## src/rtl/sam_pkg.sv

```systemverilog
// Shared types, constants and helpers for the sub-anagram match counter.
`timescale 1ns / 1ps
`default_nettype none

package sam_pkg;

    localparam int LETTERS    = 26;
    localparam int LETTER_W   = 5;
    localparam int CNT_W      = 8;
    localparam int LEN_W      = 8;
    localparam int TOTAL_W    = 6;
    localparam int CHAR_W     = 8;
    localparam int ADDR_W     = 5;
    localparam int DATA_W     = 32;

    localparam int MAX_WORD_LEN_DEF = 255;

    localparam logic [CNT_W-1:0] CNT_MAX = {CNT_W{1'b1}};

    localparam logic [LEN_W-1:0]   MIN_LEN_RST     = 8'd1;
    localparam logic [LEN_W-1:0]   MAX_LEN_RST     = 8'd8;
    localparam logic [TOTAL_W-1:0] COUNT_CAP_RST   = 6'd31;
    localparam logic [TOTAL_W-1:0] ACCEPT_LOW_RST  = 6'd10;
    localparam logic [TOTAL_W-1:0] ACCEPT_HIGH_RST = 6'd30;

    localparam logic [CHAR_W-1:0] CHAR_UPPER_A = 8'h41;
    localparam logic [CHAR_W-1:0] CHAR_UPPER_Z = 8'h5A;
    localparam logic [CHAR_W-1:0] CHAR_LOWER_A = 8'h61;
    localparam logic [CHAR_W-1:0] CHAR_LOWER_Z = 8'h7A;

    typedef enum logic [1:0] {
        CMD_REF    = 2'd0,
        CMD_CAND   = 2'd1,
        CMD_FINISH = 2'd2
    } t_cmd;

    typedef enum logic [2:0] {
        REG_MIN_LEN     = 3'd0,
        REG_MAX_LEN     = 3'd1,
        REG_COUNT_CAP   = 3'd2,
        REG_ACCEPT_LOW  = 3'd3,
        REG_ACCEPT_HIGH = 3'd4
    } t_reg;

    typedef logic [LETTERS-1:0][CNT_W-1:0] t_hist;

    typedef struct packed {
        logic                valid;
        logic [LETTER_W-1:0] idx;
    } t_letter;

    // Fold case and map a byte to its letter slot; non-letters come back invalid.
    function automatic t_letter letter_of(input logic [CHAR_W-1:0] c);
        t_letter l;
        logic [CHAR_W-1:0] d;
        l = '0;
        d = '0;
        if (c >= CHAR_UPPER_A && c <= CHAR_UPPER_Z) begin
            d       = c - CHAR_UPPER_A;
            l.valid = 1'b1;
            l.idx   = d[LETTER_W-1:0];
        end else if (c >= CHAR_LOWER_A && c <= CHAR_LOWER_Z) begin
            d       = c - CHAR_LOWER_A;
            l.valid = 1'b1;
            l.idx   = d[LETTER_W-1:0];
        end
        return l;
    endfunction

endpackage

`default_nettype wire

```

## src/rtl/sam_hist.sv

```systemverilog
// 26-letter histogram of saturating counters with bump and clear.
`timescale 1ns / 1ps
`default_nettype none

module sam_hist (
    input  wire logic                         i_clk,
    input  wire logic                         i_rst_n,
    input  wire logic                         i_bump,
    input  wire logic [sam_pkg::LETTER_W-1:0] i_idx,
    input  wire logic                         i_clear,
    output sam_pkg::t_hist                    o_counts
);
    import sam_pkg::*;

    t_hist r_counts;

    always_ff @(posedge i_clk) begin
        if (!i_rst_n || i_clear) begin
            r_counts <= '0;
        end else begin
            for (int i = 0; i < LETTERS; i++) begin
                if (i_bump && i_idx == LETTER_W'(i) && r_counts[i] != CNT_MAX) begin
                    r_counts[i] <= r_counts[i] + 1'b1;
                end
            end
        end
    end

    assign o_counts = r_counts;

endmodule

`default_nettype wire

```

## src/rtl/sam_verdict.sv

```systemverilog
// Word-end fit check: length window, nonempty words, per-letter compares.
`timescale 1ns / 1ps
`default_nettype none

module sam_verdict (
    input  wire sam_pkg::t_hist            i_ref_counts,
    input  wire sam_pkg::t_hist            i_cand_counts,
    input  wire sam_pkg::t_letter          i_letter,
    input  wire logic [sam_pkg::LEN_W-1:0] i_cand_len,
    input  wire logic [sam_pkg::LEN_W-1:0] i_min_len,
    input  wire logic [sam_pkg::LEN_W-1:0] i_max_len,
    output logic                           o_fits
);
    import sam_pkg::*;

    t_hist n_cand;
    logic  exceed;
    logic  ref_any;
    logic  cand_any;
    logic  len_ok;

    always_comb begin
        exceed   = 1'b0;
        ref_any  = 1'b0;
        cand_any = 1'b0;
        for (int i = 0; i < LETTERS; i++) begin
            n_cand[i] = i_cand_counts[i];
            // fold in the character arriving now
            if (i_letter.valid && i_letter.idx == LETTER_W'(i) && i_cand_counts[i] != CNT_MAX) begin
                n_cand[i] = i_cand_counts[i] + 1'b1;
            end
            exceed   = exceed   | (n_cand[i] > i_ref_counts[i]);
            ref_any  = ref_any  | (|i_ref_counts[i]);
            cand_any = cand_any | (|n_cand[i]);
        end
        len_ok = (i_cand_len >= i_min_len) && (i_cand_len <= i_max_len);
        o_fits = len_ok && ref_any && cand_any && !exceed;
    end

endmodule

`default_nettype wire

```

## src/rtl/sub_anagram_match_counter.sv

```systemverilog
// Top level of the sub-anagram match counter: handshakes, registers, match count.
`timescale 1ns / 1ps
`default_nettype none

// Channel   Direction  Handshake              Payload
// in        request    i_in_valid/o_in_stall  i_command, i_char_code, i_word_end
// out       result     o_out_valid/i_out_stall o_verdict_kind, o_is_match,
//                                             o_match_total, o_accepted
// cfg       APB        psel/penable/pready    paddr, pwdata, prdata
//
// One request per cycle sustained unless a held result stalls the input. A request
// waits in the input register; when it fires, it updates the histograms and the
// count and loads any result into the output register.
// Synchronous reset (i_rst_n low) clears both histograms, the candidate length,
// the count and both valid flags, and restores the register defaults.
// A held result stalls only a request that must write a new one.

module sub_anagram_match_counter #(
    parameter int MAX_WORD_LEN = sam_pkg::MAX_WORD_LEN_DEF
) (
    input  wire logic                          i_clk,
    input  wire logic                          i_rst_n,
    // request channel
    input  wire logic                          i_in_valid,
    output logic                               o_in_stall,
    input  wire logic [1:0]                    i_command,
    input  wire logic [sam_pkg::CHAR_W-1:0]    i_char_code,
    input  wire logic                          i_word_end,
    // result channel
    output logic                               o_out_valid,
    input  wire logic                          i_out_stall,
    output logic                               o_verdict_kind,
    output logic                               o_is_match,
    output logic [sam_pkg::TOTAL_W-1:0]        o_match_total,
    output logic                               o_accepted,
    // configuration port
    input  wire logic                          psel,
    input  wire logic                          penable,
    input  wire logic                          pwrite,
    input  wire logic [sam_pkg::ADDR_W-1:0]    paddr,
    input  wire logic [sam_pkg::DATA_W-1:0]    pwdata,
    output logic [sam_pkg::DATA_W-1:0]         prdata,
    output logic                               pready
);
    import sam_pkg::*;

    localparam logic [LEN_W-1:0] LEN_SAT = LEN_W'(MAX_WORD_LEN);

    // configuration registers
    logic [LEN_W-1:0]   r_min_len;
    logic [LEN_W-1:0]   r_max_len;
    logic [TOTAL_W-1:0] r_count_cap;
    logic [TOTAL_W-1:0] r_accept_low;
    logic [TOTAL_W-1:0] r_accept_high;

    // input register
    logic              r_in_valid;
    logic [1:0]        r_cmd;
    logic [CHAR_W-1:0] r_char;
    logic              r_end;

    // block state
    logic [LEN_W-1:0]   r_cand_len;
    logic [TOTAL_W-1:0] r_seen;

    // output register
    logic               r_out_valid;
    logic               r_kind;
    logic               r_match;
    logic [TOTAL_W-1:0] r_total;
    logic               r_acc;

    logic               fire;
    logic               has_result;
    t_letter            letter;
    logic               is_ref;
    logic               is_cand;
    logic               is_finish;
    logic               cand_done;
    logic [LEN_W-1:0]   n_cand_len;
    logic [TOTAL_W-1:0] n_seen;
    logic               fits;
    logic               win_ok;
    logic [2:0]         reg_idx;
    logic               cfg_wr;
    t_hist              ref_counts;
    t_hist              cand_counts;

    // ---------------------------------------------------------------
    // configuration port: write on the access cycle, read any time
    // ---------------------------------------------------------------
    assign pready  = 1'b1;
    assign reg_idx = paddr[ADDR_W-1:2];
    assign cfg_wr  = psel && penable && pwrite && pready;

    always_ff @(posedge i_clk) begin
        if (!i_rst_n) begin
            r_min_len     <= MIN_LEN_RST;
            r_max_len     <= MAX_LEN_RST;
            r_count_cap   <= COUNT_CAP_RST;
            r_accept_low  <= ACCEPT_LOW_RST;
            r_accept_high <= ACCEPT_HIGH_RST;
        end else if (cfg_wr) begin
            case (reg_idx)
                REG_MIN_LEN:     r_min_len     <= pwdata[LEN_W-1:0];
                REG_MAX_LEN:     r_max_len     <= pwdata[LEN_W-1:0];
                REG_COUNT_CAP:   r_count_cap   <= pwdata[TOTAL_W-1:0];
                REG_ACCEPT_LOW:  r_accept_low  <= pwdata[TOTAL_W-1:0];
                REG_ACCEPT_HIGH: r_accept_high <= pwdata[TOTAL_W-1:0];
                default: ;
            endcase
        end
    end

    always_comb begin
        case (reg_idx)
            REG_MIN_LEN:     prdata = DATA_W'(r_min_len);
            REG_MAX_LEN:     prdata = DATA_W'(r_max_len);
            REG_COUNT_CAP:   prdata = DATA_W'(r_count_cap);
            REG_ACCEPT_LOW:  prdata = DATA_W'(r_accept_low);
            REG_ACCEPT_HIGH: prdata = DATA_W'(r_accept_high);
            default:         prdata = '0;
        endcase
    end

    // ---------------------------------------------------------------
    // decode the held request
    // ---------------------------------------------------------------
    assign letter    = letter_of(r_char);
    assign is_ref    = r_cmd == CMD_REF;
    assign is_cand   = r_cmd == CMD_CAND;
    assign is_finish = r_cmd == CMD_FINISH;
    assign cand_done = is_cand && r_end;

    // Only a candidate word end or a finish writes the output register; anything else
    // may advance even while a result is held.
    assign has_result = cand_done || is_finish;
    assign fire       = r_in_valid && (!has_result || !r_out_valid || !i_out_stall);
    assign o_in_stall = r_in_valid && !fire;

    always_ff @(posedge i_clk) begin
        if (!i_rst_n) begin
            r_in_valid <= 1'b0;
        end else if (!o_in_stall) begin
            r_in_valid <= i_in_valid;
        end
    end

    always_ff @(posedge i_clk) begin
        if (!o_in_stall && i_in_valid) begin
            r_cmd  <= i_command;
            r_char <= i_char_code;
            r_end  <= i_word_end;
        end
    end

    // ---------------------------------------------------------------
    // histograms and fit check
    // ---------------------------------------------------------------
    sam_hist u_ref_hist (
        .i_clk    (i_clk),
        .i_rst_n  (i_rst_n),
        .i_bump   (fire && is_ref && letter.valid),
        .i_idx    (letter.idx),
        .i_clear  (fire && is_finish),
        .o_counts (ref_counts)
    );

    sam_hist u_cand_hist (
        .i_clk    (i_clk),
        .i_rst_n  (i_rst_n),
        .i_bump   (fire && is_cand && letter.valid),
        .i_idx    (letter.idx),
        .i_clear  (fire && cand_done),
        .o_counts (cand_counts)
    );

    // length counts every character, saturating at the word limit
    assign n_cand_len = (r_cand_len < LEN_SAT) ? r_cand_len + 1'b1 : r_cand_len;

    sam_verdict u_verdict (
        .i_ref_counts  (ref_counts),
        .i_cand_counts (cand_counts),
        .i_letter      (letter),
        .i_cand_len    (n_cand_len),
        .i_min_len     (r_min_len),
        .i_max_len     (r_max_len),
        .o_fits        (fits)
    );

    // hold the count once the cap is reached
    assign n_seen = (fits && r_seen < r_count_cap) ? r_seen + 1'b1 : r_seen;
    assign win_ok = (r_seen >= r_accept_low) && (r_seen <= r_accept_high);

    always_ff @(posedge i_clk) begin
        if (!i_rst_n) begin
            r_cand_len <= '0;
            r_seen     <= '0;
        end else if (fire) begin
            if (cand_done) begin
                r_cand_len <= '0;
                r_seen     <= n_seen;
            end else if (is_cand) begin
                r_cand_len <= n_cand_len;
            end else if (is_finish) begin
                r_seen <= '0;
            end
        end
    end

    // ---------------------------------------------------------------
    // output register
    // ---------------------------------------------------------------
    always_ff @(posedge i_clk) begin
        if (!i_rst_n) begin
            r_out_valid <= 1'b0;
        end else if (fire && has_result) begin
            r_out_valid <= 1'b1;
        end else if (!i_out_stall) begin
            r_out_valid <= 1'b0;
        end
    end

    always_ff @(posedge i_clk) begin
        if (fire && has_result) begin
            r_kind  <= is_finish;
            r_match <= cand_done && fits;
            r_total <= cand_done ? n_seen : r_seen;
            r_acc   <= is_finish && win_ok;
        end
    end

    assign o_out_valid    = r_out_valid;
    assign o_verdict_kind = r_kind;
    assign o_is_match     = r_match;
    assign o_match_total  = r_total;
    assign o_accepted     = r_acc;

endmodule

`default_nettype wire

```

## config.mk

```make
export PLATFORM = sky130hd
export DESIGN_NAME = sub_anagram_match_counter
export DESIGN_NICKNAME = d
export VERILOG_FILES = /design/src/rtl/sam_pkg.sv /design/src/rtl/sam_hist.sv /design/src/rtl/sam_verdict.sv /design/src/rtl/sub_anagram_match_counter.sv
export SDC_FILE = /design/constraint.sdc
export NUM_CORES = 2
export LEC_CHECK = 0
export BUFFER_PORTS_ARGS = -buffer_cell sky130_fd_sc_hd__buf_4
export CAP_MARGIN = 20
export CORE_AREA = 2 2 167 332
export CTS_BUF_LIST = sky130_fd_sc_hd__clkbuf_4
export DETAILED_ROUTE_END_ITERATION = 6
export DIE_AREA = 0 0 169 334
export PLACE_DENSITY_LB_ADDON = 0.25
export SYNTH_ARGS = -nofsm -noshare
export SYNTH_HDL_FRONTEND = slang
export SYNTH_SLANG_ARGS = --single-unit
```

## constraint.sdc

```tcl
create_clock -name i_clk -period 7.1 [get_ports i_clk]
set_input_delay 0.71 -clock i_clk [delete_from_list [all_inputs] [get_ports i_clk]]
set_output_delay 0.71 -clock i_clk [all_outputs]
set_load 0.1 [all_outputs]
```

* Word-level counts from Yosys, hierarchy flattened *
Index checks and enable logic that the tools add are counted.

operators by class
  reduce and logical (&&, ||, !) cells = 255
  multiplexer cells = 39
  equal/unequal tests = 85
  order comparisons = 36
  bitwise gates (word level) = 75
  add/subtract/negate cells = 56

operators by type and width
  operator               number
  $add A8 B1 Y8 const B  53
  $ne A8 B8 Y1 const B   52
  $reduce_or A8 Y1       52
  $mux W8                29
  $gt A8 B8 Y1           26
  $logic_and A1 B1 Y1    179
  $or A1 B1 Y1           75
  $eq A5 B5 Y1 const B   10
  $mux W6                7
  $eq A5 B4 Y1 const B   8
  $pmux W8 S5            1
  $eq A5 B3 Y1 const B   4
  $ge A8 B7 Y1 const B   2
  $le A8 B7 Y1 const B   2
  $reduce_and A2 Y1      6
  $eq A5 B2 Y1 const B   2
  $sub A5 B1 Y5 const B  2
  $ge A8 B8 Y1           1
  $le A8 B8 Y1           1
  $lt A8 B8 Y1 const B   1
  $logic_not A1 Y1       7
  $add A6 B1 Y6 const B  1
  $eq A3 B2 Y1 const B   2
  $ge A6 B6 Y1           1
  15 further kinds       22

word-level totals
  word-level logic and storage cells = 614
  register bits after elaboration = 486
  input port bits = 55

* Longest topological paths before layout *
  depth after elaboration = 39
  mapped depth = 28

* Cells and area by module *
From an unflattened synthesis, not the netlist that was laid out.

second synthesis, totals
  cell total of the unflattened synthesis = 4538
  area, all modules = 36541.3 um^2

modules (own cells, without submodules)
  module                     sequential area each (um^2)  area an instance (um^2)  instances  cells each
  sam_hist                   4164.0                       10301.1                  2          1197
  sam_verdict                0.0                          11982.7                  1          1722
  sub_anagram_match_counter  1601.5                       3956.3                   1          422

* Worst setup path after synthesis *
Ideal clock, no wire load.

  path type = flip-flop to flip-flop
  from = reg r_char[0]
  to = reg r_total[5] (netlist: o_match_total[5]) (data pin)
  buffers on the path = 7
  arrival time = 5.946 ns
  setup slack = 0.894 ns
  required time = 6.840 ns
  stages on the path, launching flop included = 29
  clock period less this slack = 6.206 ns
  cell sequence = edfxtp_1 > buf_2 > inv_1 > ha_1 > buf_2 > xnor2_2 > a21oi_2 > and3_1 > buf_2 > buf_2 > clkbuf_1 > nor2_1 > nand3_1 > mux2_2 > ha_1 > nor2b_1 > o21a_1 > o21a_1 > o21a_1 > o21bai_1 > a21oi_1 > or4_1 > nor4_1 > or4bb_1 > and3b_1 > buf_2 > buf_2 > nand3_1 > xnor2_1

on the way
  longest elaborated chain between the ends = 39

ends and longest elaborated chain
  element                                                         line                                  text
  start, declared                                                 sub_anagram_match_counter.sv:59       logic [CHAR_W-1:0] r_char;
  start signal, assigned                                          sub_anagram_match_counter.sv:152      r_char <= i_char_code;
  $ge A8 B7 Y1 / $le A8 B7 Y1 (equally long branches)             sam_pkg.sv:62                         end else if (c >= CHAR_LOWER_A && c <= CHAR_LOWER_Z) begin
  $logic_and A1 B1 Y1                                             sam_pkg.sv:62
  $mux W6                                                         sam_pkg.sv:62
  $mux W6 *                                                       sam_pkg.sv:58                         if (c >= CHAR_UPPER_A && c <= CHAR_UPPER_Z) begin
  $eq A5 B1 Y1 / $logic_not A5 Y1 (equally long branches)         sam_verdict.sv:29                     if (i_letter.valid && i_letter.idx == LETTER_W'(i) && i_cand_counts[i] != CNT_MAX) begin
  $logic_and A1 B1 Y1 (2 in series)                               sam_verdict.sv:29
  $mux W8                                                         sam_verdict.sv:29
  $gt A8 B8 Y1 / $reduce_or A8 Y1 (equally long branches)         sam_verdict.sv:32, sam_verdict.sv:34
  $or A1 B1 Y1 (on tied branches) (25 in series)                  sam_verdict.sv:32, sam_verdict.sv:34
  $logic_not A1 Y1 / $logic_and A1 B1 Y1 (equally long branches)  sam_verdict.sv:37                     o_fits = len_ok && ref_any && cand_any && !exceed;
  $logic_and A1 B1 Y1 *                                           sam_verdict.sv:37
  $logic_and A1 B1 Y1 *                                           sub_anagram_match_counter.sv:192      assign n_seen = (fits && r_seen < r_count_cap) ? r_seen + 1'b1 : r_seen;
  $mux W6 *                                                       sub_anagram_match_counter.sv:192
  $mux W6 *                                                       sub_anagram_match_counter.sv:228      r_total <= cand_done ? n_seen : r_seen;
  end signal, assigned                                            sub_anagram_match_counter.sv:228
  end, declared                                                   sub_anagram_match_counter.sv:70       logic [TOTAL_W-1:0] r_total;

Mark *: on every way between the ends. The rest lies on a longest branch, timed or not.
A chain may end at the register's enable or synchronous reset.

* Worst setup path in the final report *
  from = reg r_char[1]
  to = reg r_total[5] (netlist: o_match_total[5]) (data pin)

The elaborated chain is that of the path after synthesis.

==> results.toml <==
[run_status]
outcome = "finished clean"

[sta]
drv_slew = 0
tightest_slew_ps = 1340
hold_viol = 0
maxSlewHeadroom = 0.101
period_share = 0.962
rsz0062_at_grt = "no"
period_needed_ps = 6830
setup_tns_ps = 0
setup_viol = 0
fmax_mhz = 146
skew_ps = 67.2

[finish]
fillerInstances = 4705
fin_cells = 5219
nets = 4825
area_growth_pct = 7.05
drive_gt1_frac = 0.0873
multi_input_comb_area_sq_um = 23200
seq_area_sq_um = 9930

[grt]
track_usage = 0.418
grt_antenna_before_repair = 10
grt_max_degree = 210
grt_pass1_vias = 32300
grt_remaining_overflow = 0
grt_pass1_wl_um = 179000

[floorplan]
die-height_um = 334
coreArea_sq_um = 54200
ios = 99
start_util = 0.647
num_rows = 121
dieArea_sq_um = 56400
die_width_um = 169

[placed_design]
gp_congestion = 1.05
dp_cells = 4986
port_buffers = 47
dp_hpwl_um = 92900

[clocking]
cts.clk_slew.worst_paths_ps = 80
cts_resized = 0
post-cts-setup-buffer-count = 0
cts_buffers = 113
cts_tree = "built"
cts_hold_buf = 13
h-tree-depth = 3
cts.sinks = 486
clock_path_buffers = 3
root_buffer = "clkbuf_4"
insertion_delay_ps = 950

[routing]
wirelength_um = 119000
drc = 0
drt_iter0_drc = 2204
post_drt_wl_per_cell_um = 22.8
routed_via_density = 6.28
postRouteAntennaNets = 0
via_count = 32800
firstDrtPassIters = 6

[worst_setup_path]
endpoint_kind = "register"
worst-endpoint-required_ps = 7730
startpoint_type = "register"
worstPathArrival_ps = 7460
crit_fanout = 14
critical_path_class = "reg2reg"

[logic_synthesis]
synth_area_per_cell_sq_um = 7.97
syn_inst = 4403
yosys.area.top_type = "dfxtp_1"
synth_top_cell_area_share = 0.266
synthTopCellsByArea = "dfxtp_1, ha_1, xnor2_1, nor2_1, xor2_1"
synth_area_sq_um = 35100
ys_ff_latch = 486
synth_edf_count = 20
yosysMostFrequentCell = "nor2_1"
synth_flop_cell = "dfxtp_1"
ys_async_sr_fraction = 0
ys_warn_count = 0
synthDistinctLibCells = 100
yosys-top-cells-count = "nor2_1, dfxtp_1, nand2_1"
yosysSeqAreaShare = 0.283

[run]
cap_violations = 0

[pwr]
irDropWorstVdd_mv = 0.157
p_per_area_nw_per_um2 = 144
total_leakage_power_uw = 0.0148

[min_path]
hp-class = "in2reg"
==> report_power, final <==
group / internal, uW / switching (uW) / leakage [uW] / total, uW
Clock: 1020 / 1240 / 0.000822 / 2260
Combinational: 87.8 / 317 / 0.0101 / 405
Sequential: 2750 / 10.2 / 0.00394 / 2760
==> area by class of cell <==
type | instances | share of cell area
Timing Repair Buffer | 146 | 0.0310
Multi-Input combinational cell | 3434 | 0.618
Antenna cell | 7 | 0.000467
Sequential cell | 486 | 0.264
Inverter | 265 | 0.0265
Clock buffer | 156 | 0.0312
Clock inverter | 49 | 0.00543
Tap cell | 676 | 0.0225
==> critical path: stages (launching register included) <==
cell,delay (ps)
edfxtp_1,350
inv_1,60
ha_1,500
nor2b_1,390
and2_1,320
buf_4,210
nand4_1,200
nor4_2,500
nand2_1,130
xnor2_1,740
ha_1,390
o21a_1,100
o21ai_0,140
nand2b_1,70
a21oi_1,120
o21ai_0,100
a22oi_1,510
nand4_1,140
or4bb_1,730
and3b_1,320
buf_4,210
nand3_1,130
xnor2_1,160
==> layout by cell type, fill, tap and decap left out, drive strengths merged, types with 21 or more instances in the layout <==
master	instances
clkbuf	157
conb	25
mux2i	103
nor2b	80
nor2	536
xor2	176
a21o	48
o21ai	120
buf	132
clkinv	46
a21oi	146
mux2	48
and2	34
nor3	110
dfxtp	466
ha	324
a31oi	27
nand2	365
a311oi	21
o21a	38
nand4	167
or3	63
nand3	209
and3	98
xnor2	329
inv	267
nor4	95
nand2b	45
==> metrics by stage <==
| step | hold WS [ps] | area [sq um] | total power [uW] | util | setup WS [ps] |
|---|---|---|---|---|---|
| floorplan | 462 | 35200 | 3070 | - | 894 |
| global placement | 478 | 36000 | 3200 | 0.663 | 659 |
| detailed placement | 482 | 36000 | 3210 | 0.664 | 610 |
| CTS | 2.61 | 37500 | 5440 | 0.691 | 556 |
| global route | 55.8 | 37500 | 5570 | 0.693 | 48.7 |
| finish | 34.6 | 37500 | 5420 | 0.693 | 272 |
==> metal layers <==
layer,track usage,vias to the layer above,share of wire
li1,-,15400,-
met1,0.366,15400,0.31
met2,0.719,1254,0.47
met3,0.0954,651,0.066
met4,0.501,6,0.15
met5,0,-,0.00029
==> path summary, 6_finish.rpt <==
path                                                 from                         to  slack (ps)  depth (start not counted)
worst max-delay path                            r_char[1]           o_match_total[5]         270                         22
worst min-delay path                            pwdata[7]               r_min_len[7]          30                          3
worst max register to register                  r_char[1]           o_match_total[5]         270                         22
worst min register to register  u_cand_hist.o_counts[193]  u_cand_hist.o_counts[193]         490                          2
==> kinds of logic after synthesis <==
kind of cell               count (synthesis)  share of synthesized area
AOI/OAI and AO/OA                        543                      0.101
muxes                                    151                     0.0450
other                                      2                   0.000214
buffers and inverters                    506                     0.0588
xor gates and xnor gates                 505                      0.127
DFF                                      486                      0.283
and+or+nand+nor                         1886                      0.269
adders and majority gates                324                      0.116
==> flip-flops by register name (all words and copies together), names as in the netlist <==
register              cells
u_ref_hist.o_counts     208
r_char                    8
o_match_total             6
r_end                     1
r_accept_high             6
r_seen                    6
o_out_valid               1
r_max_len                 8
r_cand_len                8
u_cand_hist.o_counts    208
r_min_len                 8
r_cmd                     2
r_accept_low              6
o_accepted                1
o_verdict_kind            1
o_is_match                1
r_count_cap               6
r_in_valid                1
No activity file was read; power rests on OpenSTA's default activity.
